[config.mk]
export PLATFORM = sky130hd
export DESIGN_NAME = link_silence_reboot_guard
export DESIGN_NICKNAME = d
export VERILOG_FILES = /design/src/lsrg_pkg.sv /design/src/lsrg_stamp_cell.sv /design/src/lsrg_budget.sv /design/src/link_silence_reboot_guard.sv
export VERILOG_INCLUDE_DIRS = /design/src /design/src/src
export SDC_FILE = /design/constraint.sdc
export NUM_CORES = 2
export LEC_CHECK = 0
export BUFFER_PORTS_ARGS = -buffer_cell sky130_fd_sc_hd__buf_2
export CAP_MARGIN = 25
export CORE_MARGIN = 4
export CORE_UTILIZATION = 60
export CTS_BUF_LIST = sky130_fd_sc_hd__clkbuf_16
export DETAILED_ROUTE_END_ITERATION = 12
export GPL_TIMING_DRIVEN = 0
export PLACE_DENSITY = 0.75
export SKIP_CTS_REPAIR_TIMING = 1
export SLEW_MARGIN = 20
export SYNTH_ARGS = -nofsm -noshare
export SYNTH_HDL_FRONTEND = slang
export SYNTH_SLANG_ARGS = --single-unit
export TNS_END_PERCENT = 5
[constraint.sdc]
create_clock -name clk -period 15.4 [get_ports clk]
set_input_delay 0.77 -clock clk [delete_from_list [all_inputs] [get_ports clk]]
set_output_delay 0.77 -clock clk [all_outputs]
set_load 0.005 [all_outputs]
[src/link_silence_reboot_guard_defines.svh]
// assertion macros shared by the link silence reboot guard modules
// no dependencies; included by files that carry concurrent checks
`ifndef LINK_SILENCE_REBOOT_GUARD_DEFINES_SVH
`define LINK_SILENCE_REBOOT_GUARD_DEFINES_SVH

// same-cycle implication, disabled while reset is asserted
`define LSRG_ASSERT_HOLDS(label, clk, rst_n, ante, cons, msg) \
    label: assert property (@(posedge clk) disable iff (!rst_n) (ante) |-> (cons)) \
        else $error(msg);

// next-cycle implication, disabled while reset is asserted
`define LSRG_ASSERT_NEXT(label, clk, rst_n, ante, cons, msg) \
    label: assert property (@(posedge clk) disable iff (!rst_n) (ante) |=> (cons)) \
        else $error(msg);

`endif

[src/lsrg_pkg.sv]
// shared types and constants for the link silence reboot guard
// no dependencies; imported by every module of the block
package lsrg_pkg;

    // default sizes
    localparam int STAMP_SLOTS_DEF = 64;
    localparam int ROUND_BITS_DEF  = 16;

    // field widths
    localparam int SEC_W     = 32;
    localparam int ACT_W     = 2;
    localparam int OUTCOME_W = 2;
    localparam int SILENT_W  = 16;
    localparam int RECENT_W  = 7;
    localparam int CFG_ADDR_W = 2;
    localparam int IN_DATA_W  = 72;
    localparam int OUT_DATA_W = 64;

    // action codes
    localparam logic [ACT_W-1:0] ACT_NONE   = 2'd0;
    localparam logic [ACT_W-1:0] ACT_RECORD = 2'd1;
    localparam logic [ACT_W-1:0] ACT_REBOOT = 2'd2;

    // probe outcome codes
    localparam logic [OUTCOME_W-1:0] PRB_SILENT    = 2'd0;
    localparam logic [OUTCOME_W-1:0] PRB_REPLY     = 2'd1;
    localparam logic [OUTCOME_W-1:0] PRB_ERROR     = 2'd2;
    localparam logic [OUTCOME_W-1:0] PRB_NO_TARGET = 2'd3;

    // register indexes
    localparam logic [CFG_ADDR_W-1:0] REG_FAIL_SECONDS   = 2'd0;
    localparam logic [CFG_ADDR_W-1:0] REG_DRY_RUN        = 2'd1;
    localparam logic [CFG_ADDR_W-1:0] REG_REBOOT_CAP     = 2'd2;
    localparam logic [CFG_ADDR_W-1:0] REG_WINDOW_SECONDS = 2'd3;

    // register reset values and limits
    localparam logic [SEC_W-1:0]    FAIL_SECONDS_RST   = 32'd900;
    localparam logic [SEC_W-1:0]    WINDOW_SECONDS_RST = 32'd86400;
    localparam logic [RECENT_W-1:0] REBOOT_CAP_RST     = 7'd3;
    localparam logic [SEC_W-1:0]    MIN_FAIL_SECONDS   = 32'd60;
    localparam logic [RECENT_W-1:0] RECENT_MAX         = 7'd127;

    // one slot of the stamp ring with its scan tags
    typedef struct packed {
        logic [SEC_W-1:0] stamp;
        logic             valid;
        logic             expired;
        logic             pick;
    } lsrg_slot_t;

    // request from the round logic to the budget ring
    typedef struct packed {
        logic                start;
        logic [SEC_W-1:0]    now;
        logic [SEC_W-1:0]    window;
        logic [RECENT_W-1:0] reboot_cap;
    } lsrg_bud_ctl_t;

    // answer from the budget ring
    typedef struct packed {
        logic                done;
        logic                grant;
        logic [RECENT_W-1:0] recent;
    } lsrg_bud_sts_t;

endpackage

[src/lsrg_stamp_cell.sv]
// one cell of the reboot stamp ring: a stamp, its valid bit and two scan tags
// depends on lsrg_pkg
module lsrg_stamp_cell
(
    input  logic                     clk,
    input  logic                     rst_n,
    input  logic                     shift,
    input  logic                     commit,
    input  logic [lsrg_pkg::SEC_W-1:0] now,
    input  lsrg_pkg::lsrg_slot_t     d,
    output lsrg_pkg::lsrg_slot_t     q
);
    import lsrg_pkg::*;

    logic [SEC_W-1:0] stamp_reg;
    logic [SEC_W-1:0] stamp_next;
    logic             valid_reg;
    logic             valid_next;
    logic             expired_reg;
    logic             expired_next;
    logic             pick_reg;
    logic             pick_next;

    // shift from the neighbor, or apply a granted budget check in place
    always_comb
    begin
        stamp_next   = stamp_reg;
        valid_next   = valid_reg;
        expired_next = expired_reg;
        pick_next    = pick_reg;
        if (shift)
        begin
            stamp_next   = d.stamp;
            valid_next   = d.valid;
            expired_next = d.expired;
            pick_next    = d.pick;
        end
        else if (commit)
        begin
            if (pick_reg)
            begin
                stamp_next = now;
                valid_next = 1'b1;
            end
            else if (expired_reg)
            begin
                valid_next = 1'b0;
            end
        end
    end

    // control bits
    always_ff @(posedge clk or negedge rst_n)
    begin
        if (!rst_n)
        begin
            valid_reg   <= 1'b0;
            expired_reg <= 1'b0;
            pick_reg    <= 1'b0;
        end
        else
        begin
            valid_reg   <= valid_next;
            expired_reg <= expired_next;
            pick_reg    <= pick_next;
        end
    end

    // stamp payload
    always_ff @(posedge clk)
    begin
        stamp_reg <= stamp_next;
    end

    assign q.stamp   = stamp_reg;
    assign q.valid   = valid_reg;
    assign q.expired = expired_reg;
    assign q.pick    = pick_reg;

endmodule

[src/lsrg_budget.sv]
// reboot budget: ring of stamp cells rotated past one window comparator
// depends on lsrg_pkg, lsrg_stamp_cell and the assertion macro header
`include "link_silence_reboot_guard_defines.svh"

module lsrg_budget
#(
    parameter int STAMP_SLOTS = lsrg_pkg::STAMP_SLOTS_DEF
)
(
    input  logic                    clk,
    input  logic                    rst_n,
    input  lsrg_pkg::lsrg_bud_ctl_t ctl,
    output lsrg_pkg::lsrg_bud_sts_t sts
);
    import lsrg_pkg::*;

    localparam int CNT_W = $clog2(STAMP_SLOTS + 1);
    localparam int IDX_W = (STAMP_SLOTS > 1) ? $clog2(STAMP_SLOTS) : 1;
    localparam logic [IDX_W-1:0] IDX_LAST = IDX_W'(STAMP_SLOTS - 1);

    lsrg_slot_t          ring [STAMP_SLOTS];
    lsrg_slot_t          head;
    logic [STAMP_SLOTS-1:0] pick_vec;

    logic                scanning_reg;
    logic                scanning_next;
    logic                done_reg;
    logic                done_next;
    logic                found_reg;
    logic                found_next;
    logic [IDX_W-1:0]    idx_reg;
    logic [IDX_W-1:0]    idx_next;
    logic [CNT_W-1:0]    cnt_reg;
    logic [CNT_W-1:0]    cnt_next;

    logic                in_win;
    logic                grant;
    logic                commit;

    // window test on the slot at the head of the ring, without wrap
    assign in_win = ring[0].valid &&
                    (({1'b0, ring[0].stamp} + {1'b0, ctl.window}) > {1'b0, ctl.now});

    // retag the head slot on its way to the tail
    always_comb
    begin
        head.stamp   = ring[0].stamp;
        head.valid   = ring[0].valid;
        head.expired = ring[0].valid && !in_win;
        head.pick    = !in_win && !found_reg;
    end

    // row of cells, each taking its upper neighbor, the tail taking the head
    for (genvar k = 0; k < STAMP_SLOTS; k++)
    begin : g_cell
        lsrg_slot_t d_k;
        if (k == STAMP_SLOTS - 1)
        begin : g_tail
            assign d_k = head;
        end
        else
        begin : g_mid
            assign d_k = ring[k + 1];
        end
        lsrg_stamp_cell u_cell
        (
            .clk    (clk),
            .rst_n  (rst_n),
            .shift  (scanning_reg),
            .commit (commit),
            .now    (ctl.now),
            .d      (d_k),
            .q      (ring[k])
        );
        assign pick_vec[k] = ring[k].pick;
    end

    // scan sequencing and count of stamps inside the window
    always_comb
    begin
        scanning_next = scanning_reg;
        done_next     = 1'b0;
        found_next    = found_reg;
        idx_next      = idx_reg;
        cnt_next      = cnt_reg;
        if (ctl.start)
        begin
            scanning_next = 1'b1;
            found_next    = 1'b0;
            idx_next      = '0;
            cnt_next      = '0;
        end
        else if (scanning_reg)
        begin
            if (in_win)
            begin
                cnt_next = cnt_reg + CNT_W'(1);
            end
            if (!in_win)
            begin
                found_next = 1'b1;
            end
            idx_next = idx_reg + IDX_W'(1);
            if (idx_reg == IDX_LAST)
            begin
                scanning_next = 1'b0;
                done_next     = 1'b1;
            end
        end
    end

    always_ff @(posedge clk or negedge rst_n)
    begin
        if (!rst_n)
        begin
            scanning_reg <= 1'b0;
            done_reg     <= 1'b0;
            found_reg    <= 1'b0;
            idx_reg      <= '0;
            cnt_reg      <= '0;
        end
        else
        begin
            scanning_reg <= scanning_next;
            done_reg     <= done_next;
            found_reg    <= found_next;
            idx_reg      <= idx_next;
            cnt_reg      <= cnt_next;
        end
    end

    // decision in the cycle after the last shift
    assign grant  = found_reg && (32'(cnt_reg) < 32'(ctl.reboot_cap));
    assign commit = done_reg && grant;

    assign sts.done   = done_reg;
    assign sts.grant  = grant;
    assign sts.recent = (32'(cnt_reg) > 32'(RECENT_MAX)) ? RECENT_MAX : RECENT_W'(cnt_reg);

    // checks
    `LSRG_ASSERT_HOLDS(a_single_pick, clk, rst_n, done_reg, $onehot0(pick_vec),
        "more than one free slot tagged for the new stamp")
    `LSRG_ASSERT_HOLDS(a_grant_has_slot, clk, rst_n, commit, (|pick_vec),
        "budget granted with no free slot tagged")
    `LSRG_ASSERT_HOLDS(a_start_when_idle, clk, rst_n, ctl.start, (!scanning_reg && !done_reg),
        "budget check started while a scan is running")

endmodule

[src/link_silence_reboot_guard.sv]
// Link silence reboot guard. One beat in is one probe round, one beat out is its result.
// A round that clears, counts or only reads the silence streak is taken and its result
// appears in the output register on the next edge; rounds then follow back to back while
// m_axis_tready is high. A silent round whose streak reaches the silence limit with dry run
// off starts a budget check: the stamp ring of STAMP_SLOTS cells rotates once past a single
// window comparator, and the next beat is taken only after the scan result is registered.
// After a reboot result the block halts and answers every later round with action none.
// Configuration is written through cfg_we/cfg_addr/cfg_wdata while no round is in flight.
// Depends on lsrg_pkg, lsrg_budget, lsrg_stamp_cell and the assertion macro header.
`include "link_silence_reboot_guard_defines.svh"

module link_silence_reboot_guard
#(
    parameter int STAMP_SLOTS = lsrg_pkg::STAMP_SLOTS_DEF,
    parameter int ROUND_BITS  = lsrg_pkg::ROUND_BITS_DEF
)
(
    input  logic                              clk,
    input  logic                              rst_n,
    input  logic                              s_axis_tvalid,
    output logic                              s_axis_tready,
    // uptime[31:0], uptime_valid[32], wall_time_s[64:33], carrier_up[65],
    // probe_outcome[67:66], zero fill[71:68]
    input  logic [lsrg_pkg::IN_DATA_W-1:0]    s_axis_tdata,
    output logic                              m_axis_tvalid,
    input  logic                              m_axis_tready,
    // action[1:0], elapsed_s[33:2], silent_rounds[49:34], recent_reboots[56:50],
    // streak_cleared[57], zero fill[63:58]
    output logic [lsrg_pkg::OUT_DATA_W-1:0]   m_axis_tdata,
    input  logic                              cfg_we,
    input  logic [lsrg_pkg::CFG_ADDR_W-1:0]   cfg_addr,
    input  logic [lsrg_pkg::SEC_W-1:0]        cfg_wdata
);
    import lsrg_pkg::*;

    localparam logic S_IDLE = 1'b0;
    localparam logic S_SCAN = 1'b1;

    // configuration
    logic [SEC_W-1:0]    fail_seconds_reg;
    logic                dry_run_reg;
    logic [RECENT_W-1:0] reboot_cap_reg;
    logic [SEC_W-1:0]    window_seconds_reg;

    // round state
    logic                  state_reg;
    logic                  state_next;
    logic                  streak_active_reg;
    logic                  streak_active_next;
    logic [SEC_W-1:0]      streak_start_reg;
    logic [SEC_W-1:0]      streak_start_next;
    logic [ROUND_BITS-1:0] round_count_reg;
    logic [ROUND_BITS-1:0] round_count_next;
    logic                  acted_reg;
    logic                  acted_next;
    logic                  halted_reg;
    logic                  halted_next;
    logic [RECENT_W-1:0]   last_recent_reg;
    logic [RECENT_W-1:0]   last_recent_next;
    logic [SEC_W-1:0]      elapsed_hold_reg;
    logic [SEC_W-1:0]      elapsed_hold_next;
    logic [SEC_W-1:0]      wall_hold_reg;
    logic [SEC_W-1:0]      wall_hold_next;

    // output register
    logic                  out_vld_reg;
    logic                  out_vld_next;
    logic [ACT_W-1:0]      action_reg;
    logic [ACT_W-1:0]      action_next;
    logic [SEC_W-1:0]      elapsed_reg;
    logic [SEC_W-1:0]      elapsed_next;
    logic [SILENT_W-1:0]   silent_reg;
    logic [SILENT_W-1:0]   silent_next;
    logic [RECENT_W-1:0]   recent_reg;
    logic [RECENT_W-1:0]   recent_next;
    logic                  cleared_reg;
    logic                  cleared_next;

    // input fields
    logic [SEC_W-1:0]      up;
    logic                  up_ok;
    logic [SEC_W-1:0]      wall;
    logic                  carrier;
    logic [OUTCOME_W-1:0]  outcome;

    logic                  accept;
    logic                  is_silent;
    logic                  eff_active;
    logic [SEC_W-1:0]      eff_start;
    logic [SEC_W-1:0]      elapsed;
    logic [SEC_W-1:0]      limit;
    logic [ROUND_BITS-1:0] count_sat;
    logic [SILENT_W-1:0]   count_field;
    logic [SILENT_W-1:0]   held_field;

    lsrg_bud_ctl_t         bud_ctl;
    lsrg_bud_sts_t         bud_sts;

    assign up      = s_axis_tdata[31:0];
    assign up_ok   = s_axis_tdata[32];
    assign wall    = s_axis_tdata[64:33];
    assign carrier = s_axis_tdata[65];
    assign outcome = s_axis_tdata[67:66];

    // handshakes: a new round enters when idle and the output slot is empty or frees this cycle
    assign s_axis_tready = (state_reg == S_IDLE) && (!out_vld_reg || m_axis_tready);
    assign accept        = s_axis_tvalid && s_axis_tready;
    assign m_axis_tvalid = out_vld_reg;
    assign m_axis_tdata  = {6'd0, cleared_reg, recent_reg, silent_reg, elapsed_reg, action_reg};

    // configuration writes
    always_ff @(posedge clk or negedge rst_n)
    begin
        if (!rst_n)
        begin
            fail_seconds_reg   <= FAIL_SECONDS_RST;
            dry_run_reg        <= 1'b0;
            reboot_cap_reg     <= REBOOT_CAP_RST;
            window_seconds_reg <= WINDOW_SECONDS_RST;
        end
        else if (cfg_we)
        begin
            case (cfg_addr)
                REG_FAIL_SECONDS:   fail_seconds_reg   <= cfg_wdata;
                REG_DRY_RUN:        dry_run_reg        <= cfg_wdata[0];
                REG_REBOOT_CAP:     reboot_cap_reg     <= cfg_wdata[RECENT_W-1:0];
                REG_WINDOW_SECONDS: window_seconds_reg <= cfg_wdata;
                default:            ;
            endcase
        end
    end

    // silence duration as seen after this round's streak update
    assign is_silent  = (outcome == PRB_SILENT);
    assign eff_active = streak_active_reg || (is_silent && up_ok);
    assign eff_start  = streak_active_reg ? streak_start_reg : up;
    assign elapsed    = (up_ok && eff_active && (up >= eff_start)) ? (up - eff_start) : '0;
    assign limit      = (fail_seconds_reg < MIN_FAIL_SECONDS) ? MIN_FAIL_SECONDS
                                                              : fail_seconds_reg;
    assign count_sat  = (&round_count_reg) ? round_count_reg
                                           : round_count_reg + ROUND_BITS'(1);
    assign count_field = SILENT_W'(32'(count_sat));
    assign held_field  = SILENT_W'(32'(round_count_reg));

    // budget ring request
    assign bud_ctl.now        = wall_hold_reg;
    assign bud_ctl.window     = window_seconds_reg;
    assign bud_ctl.reboot_cap = reboot_cap_reg;

    // round handling
    always_comb
    begin
        state_next         = state_reg;
        streak_active_next = streak_active_reg;
        streak_start_next  = streak_start_reg;
        round_count_next   = round_count_reg;
        acted_next         = acted_reg;
        halted_next        = halted_reg;
        last_recent_next   = last_recent_reg;
        elapsed_hold_next  = elapsed_hold_reg;
        wall_hold_next     = wall_hold_reg;
        out_vld_next       = out_vld_reg && !m_axis_tready;
        action_next        = action_reg;
        elapsed_next       = elapsed_reg;
        silent_next        = silent_reg;
        recent_next        = recent_reg;
        cleared_next       = cleared_reg;
        bud_ctl.start      = 1'b0;

        if (accept)
        begin
            // default result: nothing done, counters shown as held
            out_vld_next = 1'b1;
            action_next  = ACT_NONE;
            elapsed_next = '0;
            silent_next  = held_field;
            recent_next  = last_recent_reg;
            cleared_next = 1'b0;
            if (halted_reg)
            begin
                // halted: the round is ignored
            end
            else if (!carrier || outcome == PRB_REPLY)
            begin
                cleared_next       = streak_active_reg;
                streak_active_next = 1'b0;
                streak_start_next  = '0;
                round_count_next   = '0;
                acted_next         = 1'b0;
                silent_next        = '0;
            end
            else if (!is_silent)
            begin
                // probe error or no target: report only
                elapsed_next = elapsed;
            end
            else
            begin
                round_count_next   = count_sat;
                silent_next        = count_field;
                streak_active_next = eff_active;
                streak_start_next  = eff_start;
                elapsed_next       = elapsed;
                if (elapsed >= limit && !acted_reg)
                begin
                    if (dry_run_reg)
                    begin
                        action_next = ACT_RECORD;
                        acted_next  = 1'b1;
                    end
                    else
                    begin
                        // hold the result back until the ring has been walked
                        out_vld_next      = 1'b0;
                        elapsed_hold_next = elapsed;
                        wall_hold_next    = wall;
                        bud_ctl.start     = 1'b1;
                        state_next        = S_SCAN;
                    end
                end
            end
        end
        else if (state_reg == S_SCAN && bud_sts.done)
        begin
            out_vld_next     = 1'b1;
            elapsed_next     = elapsed_hold_reg;
            silent_next      = held_field;
            recent_next      = bud_sts.recent;
            cleared_next     = 1'b0;
            last_recent_next = bud_sts.recent;
            state_next       = S_IDLE;
            if (bud_sts.grant)
            begin
                action_next = ACT_REBOOT;
                halted_next = 1'b1;
            end
            else
            begin
                action_next = ACT_RECORD;
                acted_next  = 1'b1;
            end
        end
    end

    // control state
    always_ff @(posedge clk or negedge rst_n)
    begin
        if (!rst_n)
        begin
            state_reg         <= S_IDLE;
            streak_active_reg <= 1'b0;
            streak_start_reg  <= '0;
            round_count_reg   <= '0;
            acted_reg         <= 1'b0;
            halted_reg        <= 1'b0;
            last_recent_reg   <= '0;
            out_vld_reg       <= 1'b0;
        end
        else
        begin
            state_reg         <= state_next;
            streak_active_reg <= streak_active_next;
            streak_start_reg  <= streak_start_next;
            round_count_reg   <= round_count_next;
            acted_reg         <= acted_next;
            halted_reg        <= halted_next;
            last_recent_reg   <= last_recent_next;
            out_vld_reg       <= out_vld_next;
        end
    end

    // result beat and held operands
    always_ff @(posedge clk)
    begin
        action_reg       <= action_next;
        elapsed_reg      <= elapsed_next;
        silent_reg       <= silent_next;
        recent_reg       <= recent_next;
        cleared_reg      <= cleared_next;
        elapsed_hold_reg <= elapsed_hold_next;
        wall_hold_reg    <= wall_hold_next;
    end

    lsrg_budget
    #(
        .STAMP_SLOTS (STAMP_SLOTS)
    )
    u_budget
    (
        .clk   (clk),
        .rst_n (rst_n),
        .ctl   (bud_ctl),
        .sts   (bud_sts)
    );

    // checks
    `LSRG_ASSERT_HOLDS(a_reboot_halts, clk, rst_n,
        (out_vld_reg && action_reg == ACT_REBOOT), halted_reg,
        "reboot beat shown while not halted")
    `LSRG_ASSERT_HOLDS(a_halt_with_beat, clk, rst_n, $rose(halted_reg),
        (out_vld_reg && action_reg == ACT_REBOOT), "halt entered without a reboot beat")
    `LSRG_ASSERT_HOLDS(a_scan_blocks_input, clk, rst_n, (state_reg == S_SCAN),
        (!s_axis_tready && !out_vld_reg), "round taken or beat shown during a budget scan")
    `LSRG_ASSERT_NEXT(a_start_scans, clk, rst_n, bud_ctl.start, (state_reg == S_SCAN),
        "budget check started without entering the scan state")

endmodule

---- Word-level counts from Yosys, hierarchy flattened ----
Cells that the tools add are included.
storage, ports and cells
  flip-flop bits (word level) ............. 2510
  word-level logic and storage cells ...... 1128
cells by class
  $add $sub $neg .......................... 5
  magnitude comparators ................... 5
  equality and inequality tests ........... 15
  mux-type cells .......................... 520
  bitwise operators ....................... 5
  reduce and logical (&&, ||, !) cells .... 298
operators with widths
  cell                                                                    count
  32-bit two-way mux                                                      201
  1-bit two-way mux                                                       303
  2-bit AND reduction                                                     135
  3-bit nonzero test                                                      64
  2-bit nonzero test                                                      69
  16-bit two-way mux                                                      6
  32-bit >= comparator                                                    2
  7-bit two-way mux                                                       5
  32-bit by 32-bit adder with 33-bit output                               1
  33-bit by 32-bit > comparator with 1-bit output                         1
  32-bit by 6-bit < comparator with 1-bit output (second input constant)  1
  32-bit subtractor                                                       1
  6-bit AND reduction                                                     3
  16-bit by 1-bit adder with 16-bit output (second input constant)        1
  16-bit AND reduction                                                    1
  1-bit logical AND                                                       13
  6-bit two-way mux                                                       2
  2-bit != test (second input constant)                                   5
  7-bit by 1-bit adder with 7-bit output (second input constant)          1
  7-bit < comparator                                                      1
  6-bit by 1-bit adder with 6-bit output (second input constant)          1
  6-bit == test (second input constant)                                   1
  1-bit zero test                                                         6
  2-bit two-way mux                                                       3
  other kinds (9)                                                         21

---- Depth between registers and ports, before layout ----
  depth in word-level cells ............... 15
  mapped depth ............................ 29
  depth with buffers taken out ............ 24

---- Hierarchy ----
Synthesis repeated with hierarchy kept, for this count alone.
unflattened totals
  cell total of the unflattened synthesis .. 6691
  area total of the unflattened synthesis .. 121768.0 µm²
by module, submodules not included
  module                     times used  cells each  area each (µm²)
  lsrg_stamp_cell            64          80          1650.3
  link_silence_reboot_guard  1           1121        12630.9
  lsrg_budget                1           450         3515.9

---- Worst setup path after synthesis ----
Ideal clock, no wire load.
  kind .................................... reg-to-reg
  from .................................... register streak_active_reg
  to ...................................... register elapsed_hold_reg[0], enable pin
  arrival time ............................ 5.853 ns
  setup slack ............................. 9.261 ns
  cell stages (with the launch flop) ...... 28
  buffers on the path ..................... 5
  clock period less this slack ............ 6.139 ns
  cell sequence ........................... dfrtp_1 clkbuf_1 buf_1 nand2_1 o21ai_0 ha_1 inv_1 fa_1 a211oi_1 o211ai_1 nand3_1 o211ai_1 o211ai_1 a31oi_1 o221ai_2 clkbuf_1 nor2_1 ha_1 a21o_1 a21o_1 a211oi_1 o21bai_1 a21o_1 a221o_1 a221o_1 and3_1 buf_6 buf_8
on the way
  word-level cells in the longest chain between the ends .. 7
  elaborated cells between the ends (all ways) .. 10
  classes of those cells .................. 1 x add/sub; 2 x order compare; 2 x mux; 5 x reduce/logical
RTL lines
  element                                                           line                                                                text
  start: declaration                                                link_silence_reboot_guard.sv:48                                     logic streak_active_reg;
  start signal: assignment                                          link_silence_reboot_guard.sv:262                                    streak_active_reg <= streak_active_next;
  32-bit two-way mux / 1-bit logical OR (equally long branches)     link_silence_reboot_guard.sv:136, link_silence_reboot_guard.sv:135
  32-bit >= comparator / 1-bit logical AND (equally long branches)  link_silence_reboot_guard.sv:137                                    assign elapsed = (up_ok && eff_active && (up >= eff_start)) ? (up - eff_start) : '0;
  1-bit logical AND                                                 link_silence_reboot_guard.sv:137
  32-bit two-way mux *                                              link_silence_reboot_guard.sv:137
  net elapsed[17]                                                   link_silence_reboot_guard.sv:90                                     logic [SEC_W-1:0] elapsed;
  32-bit >= comparator *                                            link_silence_reboot_guard.sv:204                                    if (elapsed >= limit && !acted_reg)
  1-bit logical AND *                                               link_silence_reboot_guard.sv:204
  6-bit AND reduction (no source line) *                            n/a
  end signal: assignment                                            link_silence_reboot_guard.sv:280                                    elapsed_hold_reg <= elapsed_hold_next;
  end: declaration                                                  link_silence_reboot_guard.sv:60                                     logic [SEC_W-1:0] elapsed_hold_reg;
Mark *: on every way through the listed nets, which the timed path passes. The rest lies on a longest branch.
A chain may end at the register's enable or synchronous reset.

---- Final worst setup path ----
  from .................................... register streak_active_reg
  to ...................................... register wall_hold_reg[16], enable pin
on the way
  word-level cells in the longest chain between the ends .. 7
  elaborated cells between the ends (all ways) .. 10
  classes of those cells .................. 1 x add/sub; 2 x order compare; 2 x mux; 5 x reduce/logical
RTL lines
  element                                                           line                                                                text
  32-bit two-way mux / 1-bit logical OR (equally long branches)     link_silence_reboot_guard.sv:136, link_silence_reboot_guard.sv:135
  32-bit >= comparator / 1-bit logical AND (equally long branches)  link_silence_reboot_guard.sv:137
  1-bit logical AND                                                 link_silence_reboot_guard.sv:137
  32-bit two-way mux *                                              link_silence_reboot_guard.sv:137
  net elapsed[17]                                                   link_silence_reboot_guard.sv:90
  32-bit >= comparator *                                            link_silence_reboot_guard.sv:204
  1-bit logical AND *                                               link_silence_reboot_guard.sv:204
  6-bit AND reduction (no source line) *                            n/a
  end signal: assignment                                            link_silence_reboot_guard.sv:281                                    wall_hold_reg <= wall_hold_next;
  end: declaration                                                  link_silence_reboot_guard.sv:62                                     logic [SEC_W-1:0] wall_hold_reg;
Marks and branches as above.

==> impl_metrics.json <==
{
  "dp_slack_ns": 7.66,
  "crit_type": "flip-flop to flip-flop",
  "yosysMostFrequentCell": "nand2_1",
  "grt_pass1_vias": 67200,
  "drt_wl_total_mm": 273,
  "antenna_found_initial": 10,
  "grt.total_usage_pct": 30.3,
  "syn-instance-count": 8815,
  "via_count": 68300,
  "ys_seq_area_share_pct": 71.9,
  "synth_ff_type": "edfxtp_1",
  "synth_warnings": 0,
  "rrSetupSlack_ns": 7.65,
  "relSlewSlack_pct": 24.2,
  "rsz0062_at_grt": "false",
  "p_per_area_nw_per_um2": 117,
  "worst_ir_drop_vdd_v": 0.000129,
  "cts-htree-levels": 4,
  "grt_max_degree": 97,
  "dieArea_sq_um": 178000,
  "pin_count": 177,
  "hold_path_class": "input port to flip-flop",
  "yosysTopAreaCell": "edfxtp_1",
  "synth-seq-cells": 2510,
  "finClkSkew_ns": 0.0880,
  "p_total_mw": 13.6,
  "grt_pass1_wl_mm": 408,
  "vias_per_cell": 5.82,
  "async_flop_share_pct": 13.5,
  "start_util_pct": 60.4,
  "cts_max_path_buffers": 3,
  "place_area_sq_um": 109000,
  "leakage_nw": 43.9,
  "crit_required_ns": 15.91,
  "remaining_drc_errors": 0,
  "endpoint_kind": "flip-flop",
  "place.gp.congestion": 0.920,
  "clock.fmax_ghz": 0.129,
  "rows": 151,
  "cts.sinks": 2510,
  "largest_register_ffs": 2048,
  "final_area_sq_um": 116000,
  "setup_tns_ns": 0,
  "crit_arrival_ns": 8.26,
  "synth_top_area_share_pct": 63.6,
  "worstSetupStartpointType": "flip-flop",
  "hpwlAfterDp_mm": 193,
  "synth_edf_count": 2170,
  "period_minus_slack_ns": 7.75,
  "outcome": "completed",
  "wire_per_inst_um": 23.2,
  "slew_viol_final": 0,
  "core_area_sq_um": 170000,
  "syn_avg_cell_area_sq_um": 11.6,
  "areaGrowthSynthToFinish_pct": 13.4,
  "tritoncts": "yes",
  "setup_slack_ns": 7.65,
  "die_h_um": 421,
  "drtIter0Drc": 7757,
  "worstPathMaxFanout": 73,
  "insertion_delay_ns": 0.91,
  "yosysUniqueCellTypes": 63,
  "clk_pin_slew_worst_paths_ns": 0.06,
  "worst_slew_pin_slew_ns": 1.13,
  "drt.antenna.violating_nets": 0,
  "fin_nets": 9563,
  "io_buffers": 166,
  "cts_made_buffers": 235,
  "die_x_um": 421,
  "drive_gt1_share_pct": 10.1,
  "cap_violations": 0,
  "netlist_top_cells_count": "nand2_1, edfxtp_1, clkbuf_1, dfrtp_1, nor2_1",
  "min_period_over_period_pct": 50.4,
  "syn_area_sq_um": 103000,
  "cts_root_buffer": "clkbuf_16",
  "setup_viol": 0,
  "ys_top_cells_by_area": "edfxtp_1, nand2_1, dfrtp_1",
  "hold_viol_final": 0,
  "firstDrtPassIters": 6,
  "globalRouteOverflowTotal": 0
}
==> cell families (layout without fill, tap and decap cells) <==
kind of cell	after synthesis	count (layout)	share of synthesized area [%]
simple gates	4733	4733	17.6
flops	2510	2510	71.9
buf+inv	626	1319	2.36
compound gates	526	526	3.53
mux	213	213	2.30
fa+ha+maj	139	139	1.71
xor+xnor	67	67	0.572
other cells	1	22	0.00366
==> where the power goes <==
part / switching, mW / total, mW / internal, mW
Sequential: 0.0443 / 7.41 / 7.37
Clock: 2.56 / 5.59 / 3.03
Combinational: 0.371 / 0.612 / 0.240
Total: 2.98 / 13.6 / 10.6
==> stage by stage <==
step | utilization [%] | std cells | hold slack (ns)
2_1_floorplan | - | 8820 | 0.448
3_3_place_gp | 62.6 | 11200 | 0.461
3_5_place_dp | 64.1 | 11300 | 0.467
4_1_cts | 68.5 | 11700 | -0.304
5_1_grt | 68.5 | 11700 | -0.000577
6_report | 68.5 | 11700 | 0.0364
==> cells in the final DEF (no fill, tap or decap), types with 25 or more instances in the layout <==
master	count
nand2_1	4340
edfxtp_1	2170
clkbuf_1	489
dfrtp_1	329
clkbuf_16	235
buf_2	183
mux2_2	180
nor2_1	156
inv_1	154
ha_1	137
o21ai_0	124
a21oi_1	90
a22o_1	72
nor2_4	63
a31o_2	58
clkinv_1	48
clkinv_2	47
buf_16	46
a21o_1	44
xnor2_1	42
o31ai_1	37
buf_12	37
mux2i_1	33
nand3_1	31
nand4_1	27
xor2_1	25
nand2_2	25
==> layer usage <==
| metal | vias up | global-route usage, % | part of all wire, % |
|---|---|---|---|
| met1 | 33600 | 39.5 | 38 |
| met2 | 3308 | 48.2 | 47 |
| li1 | 30700 | - | - |
| met5 | - | 0 | 0.0099 |
| met4 | 4 | 15.5 | 5.6 |
| met3 | 647 | 6.95 | 9.3 |
==> area by class of cell <==
type,count,area [sq um]
clock inverters,202,1510
inverters,91,342
multi-input cells,5684,27000
plain buffers,535,2090
diodes,16,40.0
well taps,2218,2780
fillers,11700,53400
clock buffers,235,5880
flip-flops and latches,2510,73700
repair buffers,256,2940
==> worst paths after layout <==
check	start	end	depth (start not counted)
worst max-delay path	streak_active_reg$_DFFE_PN0P_	wall_hold_reg[16]$_DFFE_PP_	27
worst min-delay path	s_axis_tdata[48]	wall_hold_reg[15]$_DFFE_PP_	1
worst max register to register	streak_active_reg$_DFFE_PN0P_	wall_hold_reg[16]$_DFFE_PP_	27
worst min register to register	streak_start_reg[21]$_DFFE_PN0P_	streak_start_reg[21]$_DFFE_PN0P_	2
max in group asynchronous	rst_n	u_budget.g_cell[21].u_cell.expired_reg$_DFFE_PN0P_	4
min in group asynchronous	rst_n	last_recent_reg[0]$_DFFE_PN0P_	2
==> critical path, stage by stage, from the launching register on <==
cell and delay, ns:
dfrtp_1 0.32, clkbuf_1 0.47, buf_1 0.56, nand2_1 0.10, o21ai_0 0.13, ha_1 0.21
inv_1 0.06, fa_1 0.44, a211oi_1 0.37, o211ai_1 0.21, nand3_1 0.12, o211ai_1 0.26
o211ai_1 0.25, a31oi_1 0.21, o221ai_2 0.41, clkbuf_1 0.42, nor2_1 0.14, ha_1 0.32
a21o_1 0.18, a21o_1 0.18, a211oi_1 0.27, o21bai_1 0.11, a21o_1 0.18, a221o_1 0.34
a221o_1 0.45, and3_1 0.24, buf_6 0.15, buf_8 0.25
Power figures use the tool's default switching activity.
